`src/sv/bbat_pkg.sv`:
```
// package for the bounding box accumulate/transform block
// types, opcodes, state encoding and reset constants; no dependencies
`default_nettype none
package bbat_pkg;
    localparam int FRAC_BITS_DEF = 16;
    localparam int CORNER_COUNT = 8;
    localparam int NUM_REGS = 8;
    localparam int ADDR_W = 6;
    localparam logic signed [31:0] S32_MAX = 32'sh7FFFFFFF;
    localparam logic signed [31:0] S32_MIN = 32'sh80000000;

    typedef enum logic [1:0] {
        OP_ADD   = 2'd0,
        OP_MERGE = 2'd1,
        OP_XFORM = 2'd2,
        OP_CLEAR = 2'd3
    } opcode_t;

    typedef enum logic [2:0] {
        ST_IDLE,
        ST_MUL,
        ST_DIV,
        ST_NEXT,
        ST_OUT
    } state_t;

    typedef struct packed {
        logic simple;      // apply add/merge/clear from input
        logic xf_start;    // reset new bounds, corner/row/axis, fault
        logic mul_step;    // one matrix row of products into accumulators
        logic div_start;   // start divide of current axis
        logic div_done_ack; // fold quotient into bounds, next axis
        logic xf_commit;   // box takes new bounds
        logic out_load;    // result register takes box
    } cmd_t;

    typedef struct packed {
        logic mul_last;
        logic div_busy;
        logic axis_last;
        logic corner_last;
    } stat_t;
endpackage
`default_nettype wire

```
`src/sv/bbat_ctrl.sv`:
```
// controller sequencing simple items and the eight-corner transform
// depends on bbat_pkg
`default_nettype none
module bbat_ctrl (
    input  wire logic            clk,
    input  wire logic            rst_n,
    input  wire logic            in_valid,
    input  wire logic [1:0]      opcode,
    output logic                 in_ready,
    output logic                 out_valid,
    input  wire logic            out_ready,
    input  wire bbat_pkg::stat_t stat,
    output bbat_pkg::cmd_t       cmd
);
    bbat_pkg::state_t state_reg, state_next;
    logic ov_reg, ov_next;
    logic take;

    assign in_ready = (state_reg == bbat_pkg::ST_IDLE) && (!ov_reg || out_ready);
    assign take = in_valid && in_ready;
    assign out_valid = ov_reg;

    always_comb
    begin
        state_next = state_reg;
        unique case (state_reg)
            bbat_pkg::ST_IDLE:
                if (take && opcode == bbat_pkg::OP_XFORM) state_next = bbat_pkg::ST_MUL;
            bbat_pkg::ST_MUL:
                if (stat.mul_last) state_next = bbat_pkg::ST_DIV;
            bbat_pkg::ST_DIV:
                state_next = bbat_pkg::ST_NEXT;
            bbat_pkg::ST_NEXT:
                if (!stat.div_busy)
                begin
                    if (!stat.axis_last) state_next = bbat_pkg::ST_DIV;
                    else if (!stat.corner_last) state_next = bbat_pkg::ST_MUL;
                    else state_next = bbat_pkg::ST_OUT;
                end
            bbat_pkg::ST_OUT:
                if (!ov_reg || out_ready) state_next = bbat_pkg::ST_IDLE;
            default: state_next = bbat_pkg::ST_IDLE;
        endcase
    end

    always_comb
    begin
        cmd = '0;
        ov_next = ov_reg && !out_ready;
        unique case (state_reg)
            bbat_pkg::ST_IDLE:
            begin
                if (take)
                begin
                    if (opcode == bbat_pkg::OP_XFORM) cmd.xf_start = 1'b1;
                    else
                    begin
                        cmd.simple = 1'b1;
                        cmd.out_load = 1'b1;
                        ov_next = 1'b1;
                    end
                end
            end
            bbat_pkg::ST_MUL: cmd.mul_step = 1'b1;
            bbat_pkg::ST_DIV: cmd.div_start = 1'b1;
            bbat_pkg::ST_NEXT: cmd.div_done_ack = !stat.div_busy;
            bbat_pkg::ST_OUT:
                if (!ov_reg || out_ready)
                begin
                    cmd.xf_commit = 1'b1;
                    cmd.out_load = 1'b1;
                    ov_next = 1'b1;
                end
            default: ;
        endcase
    end

    always_ff @(posedge clk or negedge rst_n)
    begin
        if (!rst_n)
        begin
            state_reg <= bbat_pkg::ST_IDLE;
            ov_reg <= 1'b0;
        end
        else
        begin
            state_reg <= state_next;
            ov_reg <= ov_next;
        end
    end

    a_ready_idle: assert property (@(posedge clk) disable iff (!rst_n)
        in_ready |-> state_reg == bbat_pkg::ST_IDLE)
        else $error("ready outside idle");
    a_load_valid: assert property (@(posedge clk) disable iff (!rst_n)
        cmd.out_load |=> out_valid)
        else $error("loaded result not shown");
    a_commit_out: assert property (@(posedge clk) disable iff (!rst_n)
        cmd.xf_commit |=> state_reg == bbat_pkg::ST_IDLE)
        else $error("commit did not end transform");
endmodule
`default_nettype wire

```
`config.mk`:
```
export PLATFORM = sky130hd
export DESIGN_NAME = bbat_ctrl
export DESIGN_NICKNAME = d
export VERILOG_FILES = /design/src/sv/bbat_pkg.sv /design/src/sv/bbat_ctrl.sv
export SDC_FILE = /design/constraint.sdc
export NUM_CORES = 1
export LEC_CHECK = 0
export ABC_AREA = 1
export BUFFER_PORTS_ARGS = -buffer_cell sky130_fd_sc_hd__buf_4
export CORE_AREA = 4 4 41 43
export CTS_CLUSTER_DIAMETER = 50
export DETAILED_ROUTE_END_ITERATION = 12
export DIE_AREA = 0 0 45 47
export GPL_ROUTABILITY_DRIVEN = 0
export PLACE_DENSITY_LB_ADDON = 0.08
export SETUP_SLACK_MARGIN = 0.3
export SLEW_MARGIN = 20
export SYNTH_ARGS = -nofsm -noshare
export SYNTH_HDL_FRONTEND = slang
export SYNTH_SLANG_ARGS = --single-unit
```
`constraint.sdc`:
```
create_clock -name clk -period 2.2 [get_ports clk]
set_input_delay 0.11 -clock clk [delete_from_list [all_inputs] [get_ports clk]]
set_output_delay 0.11 -clock clk [all_outputs]
set_load 0.005 [all_outputs]
```
**Word level (Yosys, flattened, before mapping)**

Index checks and enable logic that the tools add are counted.
W data, S select, Z words.

- Flip-flop bits (word level): 4
- Latch bits: 0
- Output and inout bits: 9
- Memory bits (writable): 0
- Memories kept: 0
- ROM bits: 0

- Bitwise operators: 0
- $lt $le $gt $ge: 0
- Add/sub/neg operators: 0
- Shifts and indexed selects: 0
- Div/mod/pow operators: 0
- Reductions and logical operators: 10
- Multipliers: 0
- Equal/unequal tests: 9
- Muxes and demuxes: 22

Operators by type and width:

| operator | count |
|---|---|
| $mux W3 | 6 |
| $pmux W3 S5 | 1 |
| $mux W1 | 10 |
| $eq A3 B2 Y1 const B | 2 |
| $mux W2 | 3 |
| $ne A2 B2 Y1 const B | 3 |
| $logic_and A1 B1 Y1 | 4 |
| $pmux W1 S2 | 2 |
| $reduce_and A4 Y1 | 1 |
| $eq A3 B1 Y1 const B | 1 |
| $eq A3 B3 Y1 const B | 1 |
| $logic_not A1 Y1 | 3 |
| $logic_not A3 Y1 | 1 |
| $eq A2 B2 Y1 const B | 1 |
| $ne A2 B1 Y1 const B | 1 |
| $logic_or A1 B1 Y1 | 1 |

**Logic depth before layout (Yosys ltp)**

Gate-level depths: netlist of the first run.

- Depth after elaboration: 7
- Gate-level depth with buffers: 7
- Depth with buffers taken out: 7

**Worst setup path after synthesis of the first run**

No wires, ideal clock.

- Kind: reg-to-reg
- Start point: register state_reg[0]
- End point: register state_reg[0]
- Data arrival time: 0.926 ns
- Path buffers: 0
- Setup slack: 1.151 ns
- Required time: 2.077 ns
- Cell stages (with the launch flop): 7
- Path through: dfrtp_1 > nor2_1 > nand2_1 > nor2_2 > inv_1 > nand2_1 > a21oi_2

- Cells in the longest elaborated chain, start to end: 6
- Elaborated cells on any way between the ends: 14
- Those cells by class: eq/ne: 8; mux: 1; reduce/logical: 5

Ends and longest elaborated chain:

| what | RTL line | text |
|---|---|---|
| start, declared | bbat_ctrl.sv:15 | `bbat_pkg::state_t state_reg, state_next;` |
| start signal, assigned | bbat_ctrl.sv:82 | `state_reg <= bbat_pkg::ST_IDLE;` |
| start signal, assigned | bbat_ctrl.sv:87 | `state_reg <= state_next;` |
| $logic_not A3 Y1 | bbat_ctrl.sv:19, bbat_ctrl.sv:26 |  |
| $logic_and A1 B1 Y1 | bbat_ctrl.sv:19 | `assign in_ready = (state_reg == bbat_pkg::ST_IDLE) && (!ov_reg \|\| out_ready);` |
| $logic_and A1 B1 Y1 | bbat_ctrl.sv:20 | `assign take = in_valid && in_ready;` |
| $logic_and A1 B1 Y1 | bbat_ctrl.sv:28 | `if (take && opcode == bbat_pkg::OP_XFORM) state_next = bbat_pkg::ST_MUL;` |
| $ne A2 B1 Y1 (no source line) | - |  |
| $reduce_and A4 Y1 (no source line) | - |  |

Several ways; a longest one is shown, not always the timed one.
A chain may end at the register's enable or synchronous reset.

==> results of run 1 <==
power groups by stage:
stage | clock, mW | sequential (mW) | combinational (mW)
6_report | 0.0906 | 0.135 | 0.303
5_1_grt | 0.103 | 0.141 | 0.346
4_1_cts | 0.0953 | 0.136 | 0.309
3_5_place_dp | 0 | 0.137 | 0.307
3_3_place_gp | 0 | 0.137 | 0.310
2_1_floorplan | 0 | 0.131 | 0.184
synthesized netlist by cell type (all sizes together):
cell    n
nand3   3
nor2   11
nor3    5
a31oi   1
dfrtp   4
nand2  13
inv    14
nand4   1
a21oi   1
o21ai   2
worst paths after layout:
| check | from | to | slack (ns) | depth (start not counted) |
|---|---|---|---|---|
| min in group asynchronous | rst_n | state_reg[2] | 0.21 | 2 |
| min reg2reg | state_reg[1] | state_reg[1] | 0.67 | 2 |
| max reg2reg | state_reg[0] | state_reg[1] | 1.04 | 4 |
| min | stat[2] | state_reg[1] | 0.20 | 3 |
| max | state_reg[0] | cmd[6] | 0.74 | 4 |
| max in group asynchronous | rst_n | state_reg[1] | 1.89 | 2 |
metrics by stage:
step	instance area, um2	instances	hold slack (ns)	util [%]
6_report	520	92	0.199	40.0
2_1_floorplan	334	55	-0.186	-
3_3_place_gp	488	88	-0.0916	37.5
4_1_cts	520	92	0.195	40.0
3_5_place_dp	488	88	-0.0909	37.5
5_1_grt	520	92	0.211	40.0
layout make-up:
cell class              count  area, um2  share of cell area, %
flip-flops and latches      4        100                   19.2
clock buffers               3       22.5                   4.33
well taps                  15       18.8                   3.61
multi-input cells          37        181                   34.9
repair buffers             19        145                   27.9
inverters                  14       52.6                   10.1
what timing repair did:
action                                 4_1_cts  5_1_grt
resized for setup                            0        0
setup endpoints to repair                    0        0
hold buffers                                 1        0
endpoints found under the hold margin        4        0
layer usage:
layer,up-vias,global-route usage [%],wire length (um)
met4,0,8.77,0
met1,157,11.0,366
met5,-,0,0
met3,0,2.68,82
li1,214,-,-
met2,11,13.8,365
cell families after synthesis:
family                 after synthesis  share of synthesized area, %
and+or+nand+nor                     33                          46.8
buffers and inverters               14                          15.7
DFF                                  4                          30.0
AOI/OAI and AO/OA                    4                          7.49
cell usage in the layout, fill, tap and decap left out:
| cell type | Yosys | layout |
|---|---|---|
| nor2_1 | 5 | 5 |
| inv_2 | 4 | 4 |
| o21ai_1 | 1 | 1 |
| nand2_1 | 13 | 13 |
| nor3_1 | 4 | 4 |
| nor2_2 | 6 | 6 |
| inv_1 | 10 | 10 |
| o21ai_0 | 1 | 1 |
| nor3_2 | 1 | 1 |
| nand4_1 | 1 | 1 |
| nand3_1 | 3 | 3 |
| dfrtp_1 | 4 | 4 |
| a31oi_1 | 1 | 1 |
| a21oi_2 | 1 | 1 |
| buf_4 | 0 | 18 |
| dlygate4sd3_1 | 0 | 1 |
| clkbuf_4 | 0 | 3 |
worst max-delay path, delay by kind of cell, from the launching register on:
kind	cells	cell delay, ns
DFF	1	0.44
buffers and inverters	1	0.14
and+or+nand+nor	3	0.53
==> impl_results.md, run 1 <==
- Post-synth top area share: between 20% and 30%
- Main area contributors after synthesis: dfrtp_1 30%, nand2_1 15%, inv_1 11%
- Clock sinks: 4
- Num ports: 19
- CTS clk-pin slew, worst paths: 0.04 ns
- First-pass GRT wire length: 1400 um
- Area Overhead vs Synth: 55.8%
- Remaining antenna violation count: 0
- Sequential area share after synthesis: between 20 and 30%
- Tcrit/Tclk final: around 66%
- Clock power share: around 17%
- Hold Crit Class: in -> reg
- CP most frequent cell: nor3_1
- # nets final: 89
- Hold Vio Cnt, Final: 0
- Actual slew at the worst max-slew pin: 0.260 ns
- Crit-path slowest cell: dfrtp_1
- Yosys reg bits: 4
- Slowest stage delay, CP: 0.44 ns
- Worst skew pair latency: around 0.23 ns
- Crit end category: output port
- Fillers: 160
- CTS tree: yes
- Crit-path cells: nor3_1 -> nand2_1 -> nor3_1 -> buf_4
- DR iter-0 viols: 8
- Initial core utilization: around a quarter
- Final setup vio count: 0
- PwrDens: 1020 nW/um2
- Final min period: approximately 1.5 ns
- NetSw: about 0.23 mW
- Die area: 2120 um2
- Req. time, crit path: around 2.1 ns
- Crit path kind: reg -> out
- Syn. warnings: 0
- Largest net degree at the start of global routing: 8
- Fmax: between 0.6 and 0.7 GHz
- Area leader, netlist: dfrtp_1
- Synth cell types: 14
- Post-Syn Nets: 65
- Logic pwr share: 57.4%
- Max FFs per register: 3
- Initial DRT Pass Iterations: 4
- RSZ-0062 raised after global routing: false
- Leakage: roughly 0.3 nW
- Gate Count Post-Synth: 55
- Die span in x: ~45 um
- Worst Path Arrival: between 1 and 1.5 ns
- Critical Path Start Type: flop
- Die Y: 47 um
- Status: complete, no violations
- Critical Path Fanout Max: 7
- Synth Cell Area: roughly 330 um2
- Post-CTS Setup Repair Bufs: 0
- Via density: slightly above 4
- All-Layer GR Usage: roughly a tenth
- CTS Buf Count: 3
- Total negative setup slack: 0 ns
- Pwr Total: approximately 0.53 mW
- Number of I/O port buffers: 18
- Post-Route WL: roughly 810 um
- Via count: 382
- Final global-route overflow total: 0
- Row count: 13
- Worst Skew: around 0.003 ns
- Core Area: about 1300 um2
- H-tree Lvls: 1
- Reg power frac: between 20% and 30%
- Clock Path Buffers: 2
- Maximum capacitance violations: 0
- DRC: 0
- Worst VDD drop: ~0.00042 V
- Slew HR: ~83%
- Internal Power: between 0.3 and 0.4 mW
- # diodes: 0
- Slack of the critical path: 0.743 ns
- Layout cells sized above 1: ~43%
- DP HPWL: approximately 700 um
- Vias in the first global route: 365
- Sw frac: 43.0%
- Initial antenna violation count: 0
- Clk root buf: clkbuf_4
- Mean Syn Cell Area: between 6 and 7 um2
- Final Max Tran Viols: 0
- WL per Instance: 8.84 um
- Place WS: about 1 ns
Note: power is estimated with default switching activity, not from simulation.
==> run 2, diff against run 1 <==
clock period = 1.4 ns   (was 2.2 ns; I/O delays follow)
==> run 2 against run 1 <==
- design area rose by 35%
- global-route usage increased by 2.3 points
- cell count up 13%
- flip-flop and latch count unchanged
- non-clock buffer count rose by 12
- critical path type unchanged
- highest routed layer unchanged
==> impl_results.md, run 2 (same netlist as run 1, synthesis figures left out) <==
- Row count: 13 (unchanged)
- Initial DRT Pass Iterations: 4 (unchanged)
- Fmax: 0.778 GHz
- CP most frequent cell: buf_4
- Die area: 2120 um2 (unchanged)
- RSZ-0062 raised after global routing: true
- Final Non-Filler Cells: 104 (+13%)
- Die span in x: 45 um (unchanged)
- Crit-path cells: buf_4 -> inv_4 -> nor2_4 -> inv_2 -> nor3_2 -> buf_4
- Clock sinks: 4 (unchanged)
- R2R cell count: 7 (+3)
- Actual slew at the worst max-slew pin: 0.239 ns (-0.0207 ns)
- Slew HR: 83.9% (+1.4 points)
- Final setup vio count: 0 (unchanged)
- Most frequent cells in the layout: 27 x buf_4, 10 x nand2_1, 8 x inv_1, 5 x nor2_1, 4 x nor2_2
- Fillers: 133 (-17%)
- Maximum capacitance violations: 0 (unchanged)
- Worst skew pair latency: 0.23 ns (about the same)
- Remaining antenna violation count: 0 (unchanged)
- RR Startpoint: state_reg[1]
- R2r setup slk: 0.21 ns (-0.83 ns)
- Die Y: 47 um (unchanged)
- Crit-path slowest cell: dfrtp_2
- CP Buf/Inv Count: 4 (+3)
- Multi-input gate area: 249 um2 (+37%)
- # nets final: 101 (+13%)
- Largest net degree at the start of global routing: 5 (-3)
- Clk root buf: clkbuf_4
- Via density: 4.47 (+7.7%)
- FF-to-FF End: state_reg[2]
- Core Area: 1300 um2 (unchanged)
- Final global-route overflow total: 0 (unchanged)
- Crit end category: output port
- CTS tree: yes
- CTS Buf Count: 3 (unchanged)
- First-pass GRT wire length: 1750 um (+25%)
- Initial antenna violation count: 0 (unchanged)
- Hold Crit Class: in -> async
- Slowest stage delay, CP: 0.40 ns (-0.04 ns)
- Req. time, crit path: 1.33 ns (-0.76 ns)
- CTS clk-pin slew, worst paths: 0.03 ns (about the same)
- DR iter-0 viols: 6 (-2)
- Crit path kind: reg -> out
- Initial core utilization: 25.7% (unchanged)
- Placed Cells: 88 (unchanged)
- Critical Path Start Type: flop
- Final Max Tran Viols: 0 (unchanged)
- Clock Path Buffers: 2 (unchanged)
- Worst VDD drop: 0.00103 V (+140%)
- Critical Path Fanout Max: 4 (-3)
- Final min period: 1.28 ns
- Area Overhead vs Synth: 110%
- CP top delay family: flip-flops
- Num ports: 19 (unchanged)
- Hold Vio Cnt, Final: 0 (unchanged)
- PwrDens: 1650 nW/um2 (+62%)
- Setup crit start: state_reg[1]
- Worst Path Arrival: 1.21 ns (-0.14 ns)
- Register area: 104 um2 (+3.8%)
- H-tree Lvls: 1 (unchanged)
- Commonest non-fill, non-tap cell in the layout: buf_4
- Post-Route WL: 1130 um (+39%)
- Total negative setup slack: 0 ns (unchanged)
- WL per Instance: 10.9 um (+23%)
- Number of I/O port buffers: 18 (unchanged)
- # diodes: 0 (unchanged)
- Status: complete, no violations
- DRC: 0 (unchanged)
- Vias in the first global route: 453 (+24%)
- Tcrit/Tclk final: a little over 90%
- Worst Skew: 0.00143 ns (-0.00163 ns)
- DP HPWL: 696 um (-0.88%)
- Leakage: 0.366 nW (+23%)
- Core Util, Final: 54.0% (+14 points)
- Max FFs per register: 3 (unchanged)
- Via count: 465 (+22%)
- Layout cells sized above 1: 66.3% (+23 points)
- All-Layer GR Usage: 11.7% (+2.3 points)
-- run 2: cell types whose count changed in the layout (fill, tap and decap cells not counted), moves of 3 or more --
cell     before  now
buf_4        18   27
nor3_1        4    1
buf_6         0    3
nand2_1      13   10
dfrtp_2       0    3
dfrtp_1       4    1
-- run 2: worst reg2reg max path, stage by stage, from the launching register on --
cell     delay [ns]
dfrtp_2        0.43
buf_4          0.16
nor2_4         0.13
nand3_2        0.09
nand2_2        0.09
nor2_2         0.04
nand3_1        0.07
nand2_1        0.06
-- run 2: per-stage QoR --
| stage | instance area (um2) | setup WS [ns] | hold slack, ns | total power, mW |
|---|---|---|---|---|
| after floorplan | 334 | 0.351 | -0.226 | 0.495 |
| after global placement | 488 | 0.201 | -0.131 | 0.695 |
| after detailed placement | 488 | 0.211 | -0.131 | 0.692 |
| after CTS | 648 | 0.0883 | 0.151 | 1.08 |
| after global routing | 703 | 0.0311 | 0.189 | 1.27 |
| final | 703 | 0.115 | 0.174 | 1.16 |
-- run 2: cell type report --
class                           count  area share, %
Clock buffer                        3           3.20
Multi-Input combinational cell     37           35.4
Sequential cell                     4           14.8
Inverter                           14           8.90
Timing Repair Buffer               31           35.1
Tap cell                           15           2.67
-- run 2: repair_timing --
item                       4_1_cts  5_1_grt
cloned                           0        0
pin swaps                        8        3
hold buffers                     1        0
gates resized for setup         17       10
setup endpoints to repair       10       11
buffers inserted                 9        3
hold endpoints to repair         4        0
-- run 2: worst max-delay path by stage --
stage	cells after the start	slack, ns	to
after detailed placement	4	0.21	cmd[6]
after floorplan	6	0.35	state_reg[0]
final	6	0.12	cmd[2]
after global placement	4	0.20	cmd[6]
after CTS	4	0.09	cmd[6]
after global routing	4	0.03	cmd[6]
-- run 2: power breakdown --
part	switching (mW)	internal, mW	leakage, nW	total (mW)
clock network	0.0411	0.0954	0.0138	0.137
logic	0.393	0.412	0.305	0.805
registers	0.0541	0.164	0.0475	0.218
-- run 2: routing by layer --
layer  global-route usage (%)  up-vias  share of wire, %  wire (um)
met5                        0        -                 0          0
met4                     7.02        0                 0          0
met3                     4.21        0               7.4         83
met2                     20.6       17                53        599
met1                     11.9      209                40        446
li1                         -      239                 -          -
==> run 3, diff against run 2 <==
MAX_ROUTING_LAYER = met4   (was default)
==> run 3 against run 2 <==
- hold slack hardly changed
- total power hardly changed
- cell count stayed put
- clock skew hardly changed
- design area stayed put
- register-to-register slack hardly changed
- sequential share of layout area stayed put
- routed wire length stayed put
- setup slack hardly changed
- critical endpoint unchanged
==> impl_results.md, run 3 (same netlist as run 1, synthesis figures left out) <==
- Worst Path Arrival: 1.21 ns (about the same)
- Crit path kind: reg -> out
- Req. time, crit path: 1.33 ns (about the same)
- FF-to-FF End: state_reg[2]
- Num ports: 19 (unchanged)
- Vias in the first global route: 452 (-0.22%)
- Most frequent cells in the layout: 27 x buf_4, 10 x nand2_1, 8 x inv_1, 5 x nor2_1, 4 x nor2_2
- H-tree Lvls: 1 (unchanged)
- Critical Path Start Type: flop
- Initial core utilization: 25.7% (unchanged)
- Core Area: 1300 um2 (unchanged)
- CP endpoint: cmd[2]
- Die span in x: 45 um (unchanged)
- CTS Buf Count: 3 (unchanged)
- Critical Path Fanout Max: 4 (unchanged)
- Hold Crit Class: in -> async
- DP HPWL: 696 um (unchanged)
- R2R cell count: 7 (unchanged)
- Max FFs per register: 3 (unchanged)
- Status: complete, no violations
- Worst skew pair latency: 0.23 ns (about the same)
- Via count: 465 (unchanged)
- Number of I/O port buffers: 18 (unchanged)
- Setup crit start: state_reg[1]
- Final Max Tran Viols: 0 (unchanged)
- NetSw: 0.488 mW (about the same)
- Global route hottest layer: met2
- Initial DRT Pass Iterations: 4 (unchanged)
- Met3 Track Usage GR: 4.21% (unchanged)
- All-Layer GR Usage: 12.1% (+0.38 points)
- Fmax: 0.779 GHz (about the same)
- Final instance area: 703 um2 (unchanged)
- GR Util met1: 11.9% (unchanged)
- Tcrit/Tclk final: 91.7% (about the same)
- Area Overhead vs Synth: 110% (unchanged)
- Final min period: 1.28 ns (-0.000207 ns)
- Actual slew at the worst max-slew pin: 0.239 ns (unchanged)
- # nets final: 101 (unchanged)
- Total negative setup slack: 0 ns (unchanged)
- Die area: 2120 um2 (unchanged)
- Maximum capacitance violations: 0 (unchanged)
- Final Non-Filler Cells: 104 (unchanged)
- Clk root buf: clkbuf_4
- Reg power frac: 18.8% (about the same)
- Remaining antenna violation count: 0 (unchanged)
- Slew HR: 83.9% (unchanged)
- Commonest non-fill, non-tap cell in the layout: buf_4
- CTS clk-pin slew, worst paths: 0.03 ns (about the same)
- GRT met2 Usage: 20.6% (unchanged)
- Die Y: 47 um (unchanged)
- R2r setup slk: 0.21 ns (about the same)
- Register area: 104 um2 (unchanged)
- RR Startpoint: state_reg[1]
- Clock power share: 11.8% (about the same)
- Worst Skew: 0.00142 ns (-0.00000898 ns)
- Initial antenna violation count: 0 (unchanged)
- Worst VDD drop: 0.00102 V (about the same)
- Leakage: 0.366 nW (unchanged)
- Crit end category: output port
- Placed Cells: 88 (unchanged)
- DRC: 0 (unchanged)
- CTS tree: yes
- Placed cell area: 488 um2 (unchanged)
- First-pass GRT wire length: 1750 um (unchanged)
- PwrDens: 1650 nW/um2 (about the same)
- Fillers: 133 (unchanged)
- WL per Instance: 10.9 um (unchanged)
- Sw frac: 42.1% (about the same)
- Via density: 4.47 (unchanged)
- Layout cells sized above 1: 66.3% (unchanged)
- Largest net degree at the start of global routing: 5 (unchanged)
- Row count: 13 (unchanged)
- Final setup vio count: 0 (unchanged)
- Clock Path Buffers: 2 (unchanged)
- DR iter-0 viols: 6 (unchanged)
- Logic pwr share: 69.5% (about the same)
- # diodes: 0 (unchanged)
- Internal Power: 0.671 mW (about the same)
- Post-Route WL: 1130 um (unchanged)
- Final global-route overflow total: 0 (unchanged)
- Multi-input gate area: 249 um2 (unchanged)
- RSZ-0062 raised after global routing: true
- Hold Vio Cnt, Final: 0 (unchanged)
- Clock sinks: 4 (unchanged)
-- run 3: cell counts in the layout (fill, tap and decap cells not counted) --
No cell type changed its count.
-- run 3: cell type report --
type	instances	area share (%)
repair buffers	31	35.1
flip-flops and latches	4	14.8
multi-input cells	37	35.4
well taps	15	2.67
clock buffers	3	3.20
inverters	14	8.90
-- run 3: timing repair --
item                                   4_1_cts  5_1_grt
resized for setup                           17       10
hold buffers                                 1        0
setup endpoints to repair                   10       11
endpoints found under the hold margin        4        0
pin swaps                                    8        3
buffers inserted                             9        3
-- run 3: power by group through the flow --
stage | sequential [mW] | combinational, mW | clock, mW
3_5_place_dp | 0.214 | 0.478 | 0
2_1_floorplan | 0.206 | 0.289 | 0
3_3_place_gp | 0.212 | 0.483 | 0
5_1_grt | 0.222 | 0.888 | 0.157
4_1_cts | 0.203 | 0.734 | 0.145
6_report | 0.218 | 0.805 | 0.136
-- run 3: worst min-delay path by stage --
stage | from | endpoint | slack, ns | depth (start not counted)
2_1_floorplan | rst_n | out_valid | -0.23 | 0
4_1_cts | out_ready | out_valid | 0.15 | 4
5_1_grt | rst_n | out_valid | 0.19 | 2
3_3_place_gp | rst_n | state_reg[2] | -0.13 | 1
3_5_place_dp | rst_n | state_reg[2] | -0.13 | 1
6_report | rst_n | out_valid | 0.17 | 2
-- run 3: critical path, cell delays in order (launching register included) --
cell and delay [ns]:
dfrtp_2 0.40, buf_4 0.14, inv_4 0.04, nor2_4 0.11
inv_2 0.05, nor3_2 0.11, buf_4 0.13
-- run 3: layer usage --
metal	part of all wire (%)	vias up
met5	0	-
met4	0	0
met3	7.4	0
met2	53	17
met1	40	209
li1	-	239
-- run 3: per-stage QoR --
stage          hold WS [ns]  worst slack (ns)  total power, mW  util, %
3_5_place_dp         -0.131             0.211            0.692     37.5
2_1_floorplan        -0.226             0.351            0.495        -
3_3_place_gp         -0.131             0.201            0.695     37.5
5_1_grt               0.189            0.0311             1.27     54.0
4_1_cts               0.151            0.0883             1.08     49.8
6_report              0.175             0.116             1.16     54.0
